===== src/fdp_pkg.sv =====
`timescale 1ns / 1ps
// ----------------------------------------------------------------------------
// fdp_pkg
// Types and constants of the fraction decimal period core.
// ----------------------------------------------------------------------------
package fdp_pkg;

   localparam int DEN_BITS_DEFAULT = 16;
   localparam int FIELD_BITS       = 16;
   localparam int CNT_BITS         = 5;

   localparam logic [1:0] KIND_TERM     = 2'd0;
   localparam logic [1:0] KIND_PURE     = 2'd1;
   localparam logic [1:0] KIND_MIXED    = 2'd2;
   localparam logic [1:0] KIND_ZERO_DEN = 2'd3;

   typedef struct packed {
      logic [15:0] numerator;
      logic [15:0] denominator;
   } req_type;

   typedef struct packed {
      logic [1:0]  kind;
      logic [15:0] reduced_numerator;
      logic [15:0] reduced_denominator;
      logic [4:0]  preperiod_digits;
      logic [15:0] period_digits;
      logic [15:0] repeat_first;
      logic [16:0] repeat_last;
   } rsp_type;

   typedef enum logic [4:0] {
      ST_IDLE,
      ST_CHECK_ZERO,
      ST_GCD_TEST,
      ST_GCD_WAIT,
      ST_NUM_START,
      ST_NUM_WAIT,
      ST_DEN_START,
      ST_DEN_WAIT,
      ST_TWOS,
      ST_FIVES,
      ST_CLASSIFY,
      ST_ORD_DBL_SAVE,
      ST_ORD_DBL1,
      ST_ORD_DBL2,
      ST_ORD_ADD,
      ST_FINISH
   } state_type;

   typedef enum logic [3:0] {
      OP_NONE,
      OP_LOAD,
      OP_GCD_STEP,
      OP_NUM_LOAD,
      OP_DEN_LOAD,
      OP_TWO_STEP,
      OP_FIVE_STEP,
      OP_ORD_INIT,
      OP_DBL_SAVE,
      OP_DBL,
      OP_ADD
   } dp_op_type;

   typedef enum logic [1:0] {
      DIV_GCD,
      DIV_NUM,
      DIV_DEN
   } div_sel_type;

   typedef struct packed {
      dp_op_type   op;
      logic        div_start;
      div_sel_type div_sel;
      logic        out_load;
   } cmd_type;

   typedef struct packed {
      logic den_zero;
      logic y_zero;
      logic div_done;
      logic rest_five;
      logic rest_odd;
      logic rest_one;
      logic ord_last;
   } sts_type;

endpackage


===== src/fdp_div.sv =====
`timescale 1ns / 1ps
// ----------------------------------------------------------------------------
// fdp_div
// Restoring divider, one quotient bit per cycle.
// ----------------------------------------------------------------------------
module fdp_div #(
   parameter int W = 16
) (
   input  logic         clock,
   input  logic         reset,
   input  logic         start,
   input  logic [W-1:0] dividend,
   input  logic [W-1:0] divisor,
   output logic         done,
   output logic [W-1:0] quotient,
   output logic [W-1:0] remainder
);

   localparam int CntW = $clog2(W + 1);

   logic            busy_ff;
   logic            done_ff;
   logic [CntW-1:0] cnt_ff;
   logic [W-1:0]    rem_ff;
   logic [W-1:0]    quo_ff;
   logic [W-1:0]    dsr_ff;
   logic [W:0]      trial;
   logic [W:0]      diff;
   logic            ge;

   always_comb begin
      trial = {rem_ff, quo_ff[W-1]};
      diff  = trial - {1'b0, dsr_ff};
      ge    = (trial >= {1'b0, dsr_ff});
   end

   always_ff @(posedge clock) begin
      if (reset) begin
         busy_ff <= 1'b0;
         done_ff <= 1'b0;
         cnt_ff  <= '0;
      end else begin
         done_ff <= 1'b0;
         if (start) begin
            busy_ff <= 1'b1;
            cnt_ff  <= CntW'(W);
         end else if (busy_ff) begin
            cnt_ff <= cnt_ff - CntW'(1);
            if (cnt_ff == CntW'(1)) begin
               busy_ff <= 1'b0;
               done_ff <= 1'b1;
            end
         end
      end
   end

   always_ff @(posedge clock) begin
      if (start) begin
         rem_ff <= '0;
         quo_ff <= dividend;
         dsr_ff <= divisor;
      end else if (busy_ff) begin
         rem_ff <= ge ? diff[W-1:0] : trial[W-1:0];
         quo_ff <= {quo_ff[W-2:0], ge};
      end
   end

   assign done      = done_ff;
   assign quotient  = quo_ff;
   assign remainder = rem_ff;

endmodule


===== src/fdp_datapath.sv =====
`timescale 1ns / 1ps
// ----------------------------------------------------------------------------
// fdp_datapath
// Term registers, gcd reduction, 2/5 stripping, order search and result.
// ----------------------------------------------------------------------------
module fdp_datapath
   import fdp_pkg::*;
#(
   parameter int DEN_BITS = DEN_BITS_DEFAULT
) (
   input  logic    clock,
   input  logic    reset,
   input  req_type req_data,
   input  cmd_type cmd,
   output sts_type sts,
   output rsp_type rsp_data
);

   localparam int W = (DEN_BITS < FIELD_BITS) ? DEN_BITS : FIELD_BITS;
   // n / 5 == (n * ceil(2^18 / 5)) >> 18 for every n below 2^18
   localparam logic [33:0] FiveRecip = 34'd52429;
   localparam int          FiveShift = 18;

   logic [W-1:0]        num_ff, den_ff, x_ff, y_ff, rest_ff;
   logic [W-1:0]        acc_ff, save_ff, period_ff;
   logic [CNT_BITS-1:0] twos_ff, fives_ff;
   logic                den_zero_ff;
   rsp_type             rsp_ff;

   logic [W-1:0]        div_a, div_b, quo, rem;
   logic                div_done;
   logic [33:0]         five_prod;
   logic [W-1:0]        five_q;
   logic [W+1:0]        five_back;
   logic [W-1:0]        mod_b;
   logic [W:0]          mod_sum;
   logic [W-1:0]        mod_res;
   logic [W:0]          period_next;
   logic [CNT_BITS-1:0] pre;
   rsp_type             rsp_in;

   always_comb begin
      case (cmd.div_sel)
         DIV_GCD:  begin div_a = x_ff;    div_b = y_ff;   end
         DIV_NUM:  begin div_a = num_ff;  div_b = x_ff;   end
         DIV_DEN:  begin div_a = den_ff;  div_b = x_ff;   end
         default:  begin div_a = x_ff;    div_b = y_ff;   end
      endcase
   end

   fdp_div #(.W(W)) u_div (
      .clock     (clock),
      .reset     (reset),
      .start     (cmd.div_start),
      .dividend  (div_a),
      .divisor   (div_b),
      .done      (div_done),
      .quotient  (quo),
      .remainder (rem)
   );

   // divide by five via reciprocal multiply
   always_comb begin
      five_prod = 34'(rest_ff) * FiveRecip;
      five_q    = W'(five_prod[33:FiveShift]);
      five_back = {five_q, 2'b00} + (W+2)'(five_q);
   end

   // modular add/double: both operands below rest
   always_comb begin
      mod_b       = (cmd.op == OP_ADD) ? save_ff : acc_ff;
      mod_sum     = {1'b0, acc_ff} + {1'b0, mod_b};
      mod_res     = (mod_sum >= {1'b0, rest_ff}) ? W'(mod_sum - {1'b0, rest_ff})
                                                 : mod_sum[W-1:0];
      period_next = {1'b0, period_ff} + (W+1)'(1);
   end

   always_comb begin
      sts.den_zero  = den_zero_ff;
      sts.y_zero    = (y_ff == '0);
      sts.div_done  = div_done;
      sts.rest_five = (five_back == {2'b00, rest_ff});
      sts.rest_odd  = rest_ff[0];
      sts.rest_one  = (rest_ff == W'(1));
      sts.ord_last  = (mod_res == W'(1)) || (period_next >= {1'b0, rest_ff});
   end

   always_ff @(posedge clock) begin
      case (cmd.op)
         OP_LOAD: begin
            num_ff      <= req_data.numerator[W-1:0];
            den_ff      <= req_data.denominator[W-1:0];
            x_ff        <= req_data.numerator[W-1:0];
            y_ff        <= req_data.denominator[W-1:0];
            den_zero_ff <= (req_data.denominator[W-1:0] == '0);
            twos_ff     <= '0;
            fives_ff    <= '0;
         end
         OP_GCD_STEP: begin
            x_ff <= y_ff;
            y_ff <= rem;
         end
         OP_NUM_LOAD: num_ff <= quo;
         OP_DEN_LOAD: begin
            den_ff  <= quo;
            rest_ff <= quo;
         end
         OP_TWO_STEP: begin
            rest_ff <= rest_ff >> 1;
            twos_ff <= twos_ff + CNT_BITS'(1);
         end
         OP_FIVE_STEP: begin
            rest_ff  <= five_q;
            fives_ff <= fives_ff + CNT_BITS'(1);
         end
         OP_ORD_INIT: begin
            acc_ff    <= W'(1);
            period_ff <= '0;
         end
         OP_DBL_SAVE: begin
            acc_ff  <= mod_res;
            save_ff <= mod_res;
         end
         OP_DBL: acc_ff <= mod_res;
         OP_ADD: begin
            acc_ff    <= mod_res;
            period_ff <= period_next[W-1:0];
         end
         default: ;
      endcase
   end

   always_comb begin
      pre    = (twos_ff > fives_ff) ? twos_ff : fives_ff;
      rsp_in = '0;
      if (den_zero_ff) begin
         rsp_in.kind = KIND_ZERO_DEN;
      end else begin
         rsp_in.reduced_numerator   = 16'(num_ff);
         rsp_in.reduced_denominator = 16'(den_ff);
         rsp_in.preperiod_digits    = pre;
         if (rest_ff == W'(1)) begin
            rsp_in.kind = KIND_TERM;
         end else begin
            rsp_in.kind          = (pre == '0) ? KIND_PURE : KIND_MIXED;
            rsp_in.period_digits = 16'(period_ff);
            rsp_in.repeat_first  = 16'(pre) + 16'd1;
            rsp_in.repeat_last   = 17'(pre) + 17'(period_ff);
         end
      end
   end

   always_ff @(posedge clock) begin
      if (cmd.out_load) begin
         rsp_ff <= rsp_in;
      end
   end

   assign rsp_data = rsp_ff;

endmodule


===== src/fdp_ctrl.sv =====
`timescale 1ns / 1ps
// ----------------------------------------------------------------------------
// fdp_ctrl
// Sequencer for one fraction at a time, plus the result valid flag.
// ----------------------------------------------------------------------------
module fdp_ctrl
   import fdp_pkg::*;
(
   input  logic    clock,
   input  logic    reset,
   input  logic    req_valid,
   output logic    req_ready,
   output logic    rsp_valid,
   input  logic    rsp_ready,
   input  sts_type sts,
   output cmd_type cmd
);

   state_type state_ff, state_in;
   logic      rsp_valid_ff, rsp_valid_in;
   logic      out_free;

   assign out_free = !rsp_valid_ff || rsp_ready;

   always_comb begin
      state_in = state_ff;
      case (state_ff)
         ST_IDLE:         if (req_valid) state_in = ST_CHECK_ZERO;
         ST_CHECK_ZERO:   state_in = sts.den_zero ? ST_FINISH : ST_GCD_TEST;
         ST_GCD_TEST:     state_in = sts.y_zero ? ST_NUM_START : ST_GCD_WAIT;
         ST_GCD_WAIT:     if (sts.div_done) state_in = ST_GCD_TEST;
         ST_NUM_START:    state_in = ST_NUM_WAIT;
         ST_NUM_WAIT:     if (sts.div_done) state_in = ST_DEN_START;
         ST_DEN_START:    state_in = ST_DEN_WAIT;
         ST_DEN_WAIT:     if (sts.div_done) state_in = ST_TWOS;
         ST_TWOS:         if (sts.rest_odd) state_in = ST_FIVES;
         ST_FIVES:        state_in = sts.rest_five ? ST_FIVES : ST_CLASSIFY;
         ST_CLASSIFY:     state_in = sts.rest_one ? ST_FINISH : ST_ORD_DBL_SAVE;
         ST_ORD_DBL_SAVE: state_in = ST_ORD_DBL1;
         ST_ORD_DBL1:     state_in = ST_ORD_DBL2;
         ST_ORD_DBL2:     state_in = ST_ORD_ADD;
         ST_ORD_ADD:      state_in = sts.ord_last ? ST_FINISH : ST_ORD_DBL_SAVE;
         ST_FINISH:       if (out_free) state_in = ST_IDLE;
         default:         state_in = ST_IDLE;
      endcase
   end

   always_comb begin
      cmd       = '{op: OP_NONE, div_start: 1'b0, div_sel: DIV_GCD, out_load: 1'b0};
      req_ready = 1'b0;
      case (state_ff)
         ST_IDLE: begin
            req_ready = 1'b1;
            if (req_valid) cmd.op = OP_LOAD;
         end
         ST_GCD_TEST: begin
            cmd.div_sel   = DIV_GCD;
            cmd.div_start = !sts.y_zero;
         end
         ST_GCD_WAIT: begin
            cmd.div_sel = DIV_GCD;
            if (sts.div_done) cmd.op = OP_GCD_STEP;
         end
         ST_NUM_START: begin
            cmd.div_sel   = DIV_NUM;
            cmd.div_start = 1'b1;
         end
         ST_NUM_WAIT: begin
            cmd.div_sel = DIV_NUM;
            if (sts.div_done) cmd.op = OP_NUM_LOAD;
         end
         ST_DEN_START: begin
            cmd.div_sel   = DIV_DEN;
            cmd.div_start = 1'b1;
         end
         ST_DEN_WAIT: begin
            cmd.div_sel = DIV_DEN;
            if (sts.div_done) cmd.op = OP_DEN_LOAD;
         end
         ST_TWOS: begin
            if (!sts.rest_odd) cmd.op = OP_TWO_STEP;
         end
         ST_FIVES: begin
            if (sts.rest_five) cmd.op = OP_FIVE_STEP;
         end
         ST_CLASSIFY: begin
            if (!sts.rest_one) cmd.op = OP_ORD_INIT;
         end
         ST_ORD_DBL_SAVE: cmd.op = OP_DBL_SAVE;
         ST_ORD_DBL1:     cmd.op = OP_DBL;
         ST_ORD_DBL2:     cmd.op = OP_DBL;
         ST_ORD_ADD:      cmd.op = OP_ADD;
         ST_FINISH:       cmd.out_load = out_free;
         default: ;
      endcase
   end

   always_comb begin
      rsp_valid_in = rsp_valid_ff;
      if (cmd.out_load) begin
         rsp_valid_in = 1'b1;
      end else if (rsp_ready) begin
         rsp_valid_in = 1'b0;
      end
   end

   always_ff @(posedge clock) begin
      if (reset) begin
         state_ff     <= ST_IDLE;
         rsp_valid_ff <= 1'b0;
      end else begin
         state_ff     <= state_in;
         rsp_valid_ff <= rsp_valid_in;
      end
   end

   assign rsp_valid = rsp_valid_ff;

endmodule


===== src/fraction_decimal_period_core.sv =====
`timescale 1ns / 1ps
// ----------------------------------------------------------------------------
// fraction_decimal_period_core
// Decimal expansion classifier: gcd reduction, preperiod and period length.
// ----------------------------------------------------------------------------
// Usage:
//   req_valid/req_ready take a numerator/denominator pair; one rsp transfer
//   follows per request, carrying the reduced fraction, the expansion kind,
//   the preperiod, the period and the repeating block's positions.
//   One fraction is worked at a time; req_ready is high only while idle.
//   Work per request: the gcd reduction (Euclid steps, then the division of
//   both terms by the gcd), the stripping of factors of two and five, then
//   the order search, one multiply-by-ten modulo rest per step, up to
//   rest - 1 steps. The shared one-bit-per-cycle divider sets the reduction
//   time; the multiply-by-ten (double and save, double, double, add) sets
//   the search time. A zero denominator skips the reduction and the search.
//   The next request is taken the cycle after the result is loaded.
//   The result sits in an output register; a new request is taken while it
//   waits for rsp_ready, and the sequencer holds in its last state only if
//   a second result is done before the first is taken.
//   Reset (synchronous) returns to idle and drops rsp_valid.
// ----------------------------------------------------------------------------
module fraction_decimal_period_core
   import fdp_pkg::*;
#(
   parameter int DEN_BITS = DEN_BITS_DEFAULT
) (
   input  logic    clock,
   input  logic    reset,
   input  logic    req_valid,
   output logic    req_ready,
   input  req_type req_data,
   output logic    rsp_valid,
   input  logic    rsp_ready,
   output rsp_type rsp_data
);

   cmd_type cmd;
   sts_type sts;

   fdp_ctrl u_ctrl (
      .clock     (clock),
      .reset     (reset),
      .req_valid (req_valid),
      .req_ready (req_ready),
      .rsp_valid (rsp_valid),
      .rsp_ready (rsp_ready),
      .sts       (sts),
      .cmd       (cmd)
   );

   fdp_datapath #(.DEN_BITS(DEN_BITS)) u_dp (
      .clock    (clock),
      .reset    (reset),
      .req_data (req_data),
      .cmd      (cmd),
      .sts      (sts),
      .rsp_data (rsp_data)
   );

endmodule


===== config.mk =====
export PLATFORM = sky130hd
export DESIGN_NAME = fraction_decimal_period_core
export DESIGN_NICKNAME = d
export VERILOG_FILES = /design/src/fdp_pkg.sv /design/src/fdp_div.sv /design/src/fdp_datapath.sv /design/src/fdp_ctrl.sv /design/src/fraction_decimal_period_core.sv
export SDC_FILE = /design/constraint.sdc
export NUM_CORES = 1
export LEC_CHECK = 0
export BUFFER_PORTS_ARGS = -buffer_cell sky130_fd_sc_hd__buf_2
export CORE_UTILIZATION = 23
export DETAILED_ROUTE_END_ITERATION = 10
export PLACE_DENSITY_LB_ADDON = 0.08
export SLEW_MARGIN = 20
export SYNTH_ARGS = -nofsm -noshare
export SYNTH_HDL_FRONTEND = slang
export SYNTH_SLANG_ARGS = --single-unit

===== constraint.sdc =====
create_clock -name clock -period 10.7 [get_ports clock]
set_input_delay 1.07 -clock clock [delete_from_list [all_inputs] [get_ports clock]]
set_output_delay 1.07 -clock clock [all_outputs]
set_load 0.01 [all_outputs]

Yosys cells after proc, flatten, opt, wreduce, memory -nomap -nowiden
Index checks and enable logic that the tools add are counted.

operators by class
  add/sub/neg operators = 10
  multiply operators = 1
  $lt $le $gt $ge = 4
  equality and inequality tests = 37
  mux-type cells = 51
  bitwise operators = 1
  reduce and logical (&&, ||, !) cells = 28

operators by type and width
  kind                      number
  $pmux W16 S2              7
  $mux W16                  6
  $pmux W5 S16              1
  $ge A17 B16 Y1            3
  $pmux W16 S3              1
  $mux W5                   9
  $eq A5 B4 Y1 const B      8
  $pmux W4 S10              1
  $eq A16 B1 Y1 const B     2
  $logic_not A16 Y1         2
  $mul A16 B16 Y32 const B  1
  $sub A16 B16 Y16          2
  $mux W3                   7
  $eq A5 B3 Y1 const B      4
  $pmux W5 S2               2
  $eq A18 B16 Y1            1
  $reduce_bool A2 Y1        9
  $add A16 B1 Y17 const B   1
  $add A16 B14 Y17          1
  $add A16 B16 Y17          1
  $add A5 B16 Y17           1
  $eq A4 B3 Y1 const B      4
  $reduce_or A2 Y1          7
  $eq A4 B4 Y1 const B      3
  24 further kinds          48

word-level totals
  bits in registers = 288
  input bits = 36

Depth between registers and ports, before layout
  depth after elaboration = 14
  gate-level depth with buffers = 35
  mapped depth without buffers = 34

Hierarchy
From an unflattened synthesis, not the netlist that was laid out.

unflattened totals
  cells, all modules = 2,021
  area total of the unflattened synthesis = 21,491.9 µm²

modules (own cells, without submodules)
  module        times used  cells an instance  area an instance (µm²)  sequential area each (µm²)
  fdp_datapath  1           1,651              17,878.4                6,516.2
  fdp_div       1           283                2,999.1                 1,421.4
  fdp_ctrl      1           87                 614.3                   100.1

Worst setup path before layout
Ideal clock, no wire load.

  path type = reg-to-reg
  from = register u_dp.rest_ff[3]
  to = register u_dp.num_ff[0], enable pin
  setup time = 409 ps
  arrival time = 8,584 ps
  slack = 1,706 ps
  cell stages (with the launch flop) = 31
  path through = edfxtp_1 > inv_1 > ha_1 > inv_1 > fa_1 > inv_1 > fa_1 > fa_1 > fa_1 > fa_1 > ha_1 > a211o_1 > nand3b_1 > o22ai_1 > a21oi_1 > a211oi_1 > o21bai_1 > a21o_1 > xor2_1 > ha_1 > and2_1 > a221oi_2 > o21ai_0 > a31o_2 > a21oi_1 > xnor2_1 > xnor2_1 > or4_4 > o21ai_4 > buf_6 > nor3_1

on the way
  longest elaborated chain between the ends = 7

RTL lines
  item                                                 RTL line             source
  start, declared                                      fdp_datapath.sv:24   logic [W-1:0] num_ff, den_ff, x_ff, y_ff, rest_ff;
  start signal, assigned                               fdp_datapath.sv:106  rest_ff <= quo;
  start signal, assigned                               fdp_datapath.sv:109  rest_ff <= rest_ff >> 1;
  start signal, assigned                               fdp_datapath.sv:113  rest_ff <= five_q;
  $mul A16 B16 Y32                                     fdp_datapath.sv:64   five_prod = 34'(rest_ff) * FiveRecip;
  $add A16 B14 Y17                                     fdp_datapath.sv:66   five_back = {five_q, 2'b00} + (W+2)'(five_q);
  $eq A18 B16 Y1                                       fdp_datapath.sv:82   sts.rest_five = (five_back == {2'b00, rest_ff});
  $mux W3                                              fdp_ctrl.sv:84       if (sts.rest_five) cmd.op = OP_FIVE_STEP;
  $pmux W4 S10 *                                       fdp_ctrl.sv:51       case (state_ff)
  $eq A4 B2 Y1 / $eq A4 B1 Y1 (equally long branches)  fdp_datapath.sv:89   case (cmd.op)
  $reduce_bool A2 Y1 (no line) *                       -
  end signal, assigned                                 fdp_datapath.sv:91   num_ff <= req_data.numerator[W-1:0];
  end signal, assigned                                 fdp_datapath.sv:103  OP_NUM_LOAD: num_ff <= quo;
  end, declared                                        fdp_datapath.sv:24

Mark *: on every way between the ends. The rest lies on a longest branch, timed or not.
A chain may end at the register's enable or synchronous reset.

Worst setup path in the final report
  from = register u_dp.rest_ff[6]
  to = register u_dp.num_ff[5], enable pin

The elaborated chain is that of the path after synthesis.

==> flow_summary.ini <==
[clock_tree]
clk_latency_ps = 590
cts_tree = built
path_clk_slew_ps = 60
cts_resized = 0
cts_hold_buf = 0
clock_path_buffers = 3
cts_sinks = 277
h-tree-depth = 2
cts_setup_buffers = 0
cts_buffers = 39
cts_root_buf = clkbuf_16

[timing]
fin_skew_ps = 46.6
tns_ps = 0
fmax_ghz = 0.0976
rsz0062_at_grt = false
hold_viol = 0
fin_crit_sh_pct = 95.8
fin_crit_ps = 10250
maxSlewHeadroom_pct = 35.4
worstMarginPinSlew_ps = 969
setup_violations = 0
slew_viol_final = 0

[finish]
antenna_cells = 0
nets = 2487
layout-drive-gt1-share_pct = 15.3
final_common_cell = inv_1
final_cell_mix = 254 x inv_1, 249 x edfxtp_1, 233 x ha_1, 115 x buf_2, 113 x nand2_1
syn2layout_area_growth_pct = 15.8

[worst_setup_path]
critPathMaxFanout = 16
r2r_slack_ps = 450
r2r-end = u_dp.num_ff[5]$_DFFE_PP_
worst-path-buf-inv = 5
required_ps = 11020
cp_data_arrival_time_ps = 10560
crit_family = adder cells
endpoint_kind = flip-flop
criticalPathCategory = flip-flop to flip-flop
max_stage_delay_ps = 680
crit_path_top_delay_cell = edfxtp_1
r2r-start = u_dp.rest_ff[6]$_DFFE_PP_
cp_common_cell = fa_1
crit_path_start_kind = flip-flop
reg2reg_depth = 30

[placement]
hpwl_um = 54200
port_buffers = 115
place_congestion = 0.864

[floorplan]
boundaryPins = 126
start_util_pct = 23.3
die-area_sq_um = 92400
die_x_um = 304
die_h_um = 304
rows = 110
core_sq_um = 90100

[grt]
grt_pass1_wl_um = 102000
grt_pass1_vias = 15400
overflow = 0
grt_max_degree = 51
antenna_found_initial = 0
track_usage_pct = 14.7

[worst_hold_path]
hold_end = u_dp.u_div.cnt_ff[1]$_SDFFE_PP0P_
hold_start = u_dp.u_div.cnt_ff[1]$_SDFFE_PP0P_
holdPathStages = 2
worstHoldPathType = flip-flop to flip-flop

[drt]
drt-total-wl_um = 68300
drtAntennaViolNets = 0
drc_errors = 0
drt_iter0_drc = 838
routedWlPerCell_um = 20.5
vias = 14900
vias_per_cell = 4.45
drtPass1Iterations = 5

[yosys]
ys_ff_latch = 277
yosysUniqueCellTypes = 66
ys_seq_area_share_pct = 38.3
synth_edf_count = 249
synthCells = 1999
syn_area_sq_um = 21000
synth_ff_type = edfxtp_1
synthArstFlopShare_pct = 0
syn_avg_cell_area_sq_um = 10.5
yosys_warnings = 0

[job]
maxCapViolCount = 0

[outcome]
status = finished, final reports clean
==> per-layer routing <==
layer / wire length [um] / global-route usage, % / share of wire [%] / up-vias
li1: - / - / - / 7293
met1: 33300 / 20.4 / 49 / 7270
met5: 0 / 0 / 0 / -
met2: 31000 / 23.7 / 45 / 226
met4: 1420 / 3.62 / 2.1 / 0
met3: 2560 / 2.33 / 3.7 / 63
==> layout make-up <==
cell class | instances | area [sq um]
flip-flops and latches | 277 | 8040
well taps | 1176 | 1470
clock buffers | 48 | 1010
multi-input cells | 1407 | 11800
repair buffers | 155 | 888
fillers | 9543 | 65900
inverters | 254 | 953
clock inverters | 19 | 150
==> flip-flops by register name, summed over array words and instances (netlist names), 4 cells and up <==
name and flops:
u_dp.x_ff 16, u_dp.u_div.cnt_ff 5, u_dp.rest_ff 16, u_dp.u_div.dsr_ff 16
u_dp.acc_ff 16, u_dp.u_div.quotient 16, u_dp.period_ff 16, u_dp.save_ff 16
u_dp.u_div.remainder 16, u_dp.y_ff 16, u_dp.rsp_data 78, u_ctrl.state_ff 4
u_dp.num_ff 16, u_dp.fives_ff 5, u_dp.twos_ff 5, u_dp.den_ff 16
==> worst register-to-register path, delay by kind of cell (launching register included) <==
kind / cells / cell delay, ps
AO/OA/AOI/OAI: 8 / 2280
XOR/XNOR: 2 / 430
adder cells (fa/ha/maj): 8 / 3690
buffers and inverters: 5 / 790
flip-flops: 1 / 680
AND/OR/NAND/NOR: 7 / 2110
==> cells in the mapped netlist (4+ instances only) <==
library cell	instances	area share [%]
a211o_1	4	0.17
a211oi_1	21	0.75
a21o_1	21	0.75
a21oi_1	91	2.2
a311oi_1	6	0.25
a31oi_1	9	0.27
and2_1	22	0.66
and3_1	12	0.36
and4_1	4	0.17
buf_1	6	0.11
buf_4	10	0.36
clkbuf_1	50	0.90
dfxtp_1	28	2.7
edfxtp_1	249	36
fa_1	84	8.0
ha_1	233	14
inv_1	254	4.5
mux2_2	97	5.2
mux2i_1	30	1.4
nand2_1	114	2.0
nand2b_1	18	0.54
nand3_1	38	0.91
nand3b_1	4	0.14
nand4_1	28	0.84
nor2_1	110	2.0
nor2b_1	70	2.1
nor3_1	33	0.79
nor4_1	14	0.42
o211ai_1	9	0.32
o21a_1	15	0.54
o21ai_0	100	2.4
o21bai_1	14	0.50
o221ai_1	15	0.63
o22ai_1	4	0.12
o31ai_1	4	0.14
or2_2	7	0.21
or3_1	6	0.18
or4_1	10	0.36
xnor2_1	83	3.5
xor2_1	34	1.4
==> cell families (layout without fill, tap and decap cells) <==
group,Yosys count,after routing,share of synthesized area [%]
XOR/XNOR,117,117,4.89
multiplexers,127,127,6.64
buffers and inverters,324,476,6.03
AO/OA/AOI/OAI,341,341,10.3
flip-flops,277,277,38.3
other,1,10,0.0179
adder cells (fa/ha/maj),317,317,21.9
AND/OR/NAND/NOR,495,495,11.9
==> per-stage QoR <==
step	setup slack (ps)	std cells	area [sq um]	utilization, %	hold WS (ps)
2_1_floorplan	1710	2008	21000	-	469
3_3_place_gp	578	3269	23100	25.6	486
3_5_place_dp	459	3269	23100	25.6	492
4_1_cts	421	3336	24300	26.9	497
5_1_grt	16.2	3336	24300	26.9	553
6_report	453	3336	24300	26.9	496
==> worst max-delay path by stage <==
| stage | start | endpoint | cells after the start |
|---|---|---|---|
| final | u_dp.rest_ff[6]$_DFFE_PP_ | u_dp.num_ff[5]$_DFFE_PP_ | 30 |
| after global routing | u_dp.rest_ff[6]$_DFFE_PP_ | u_dp.num_ff[5]$_DFFE_PP_ | 30 |
| after CTS | u_dp.rest_ff[6]$_DFFE_PP_ | u_dp.num_ff[5]$_DFFE_PP_ | 30 |
| after detailed placement | u_dp.rest_ff[6]$_DFFE_PP_ | u_dp.num_ff[4]$_DFFE_PP_ | 30 |
| after global placement | u_dp.rest_ff[6]$_DFFE_PP_ | u_dp.num_ff[3]$_DFFE_PP_ | 29 |
| after floorplan | u_dp.rest_ff[3]$_DFFE_PP_ | u_dp.num_ff[0]$_DFFE_PP_ | 30 |
Power is not shown: default switching activity piles up to over one toggle a cycle in this logic, so the estimate is an artifact.
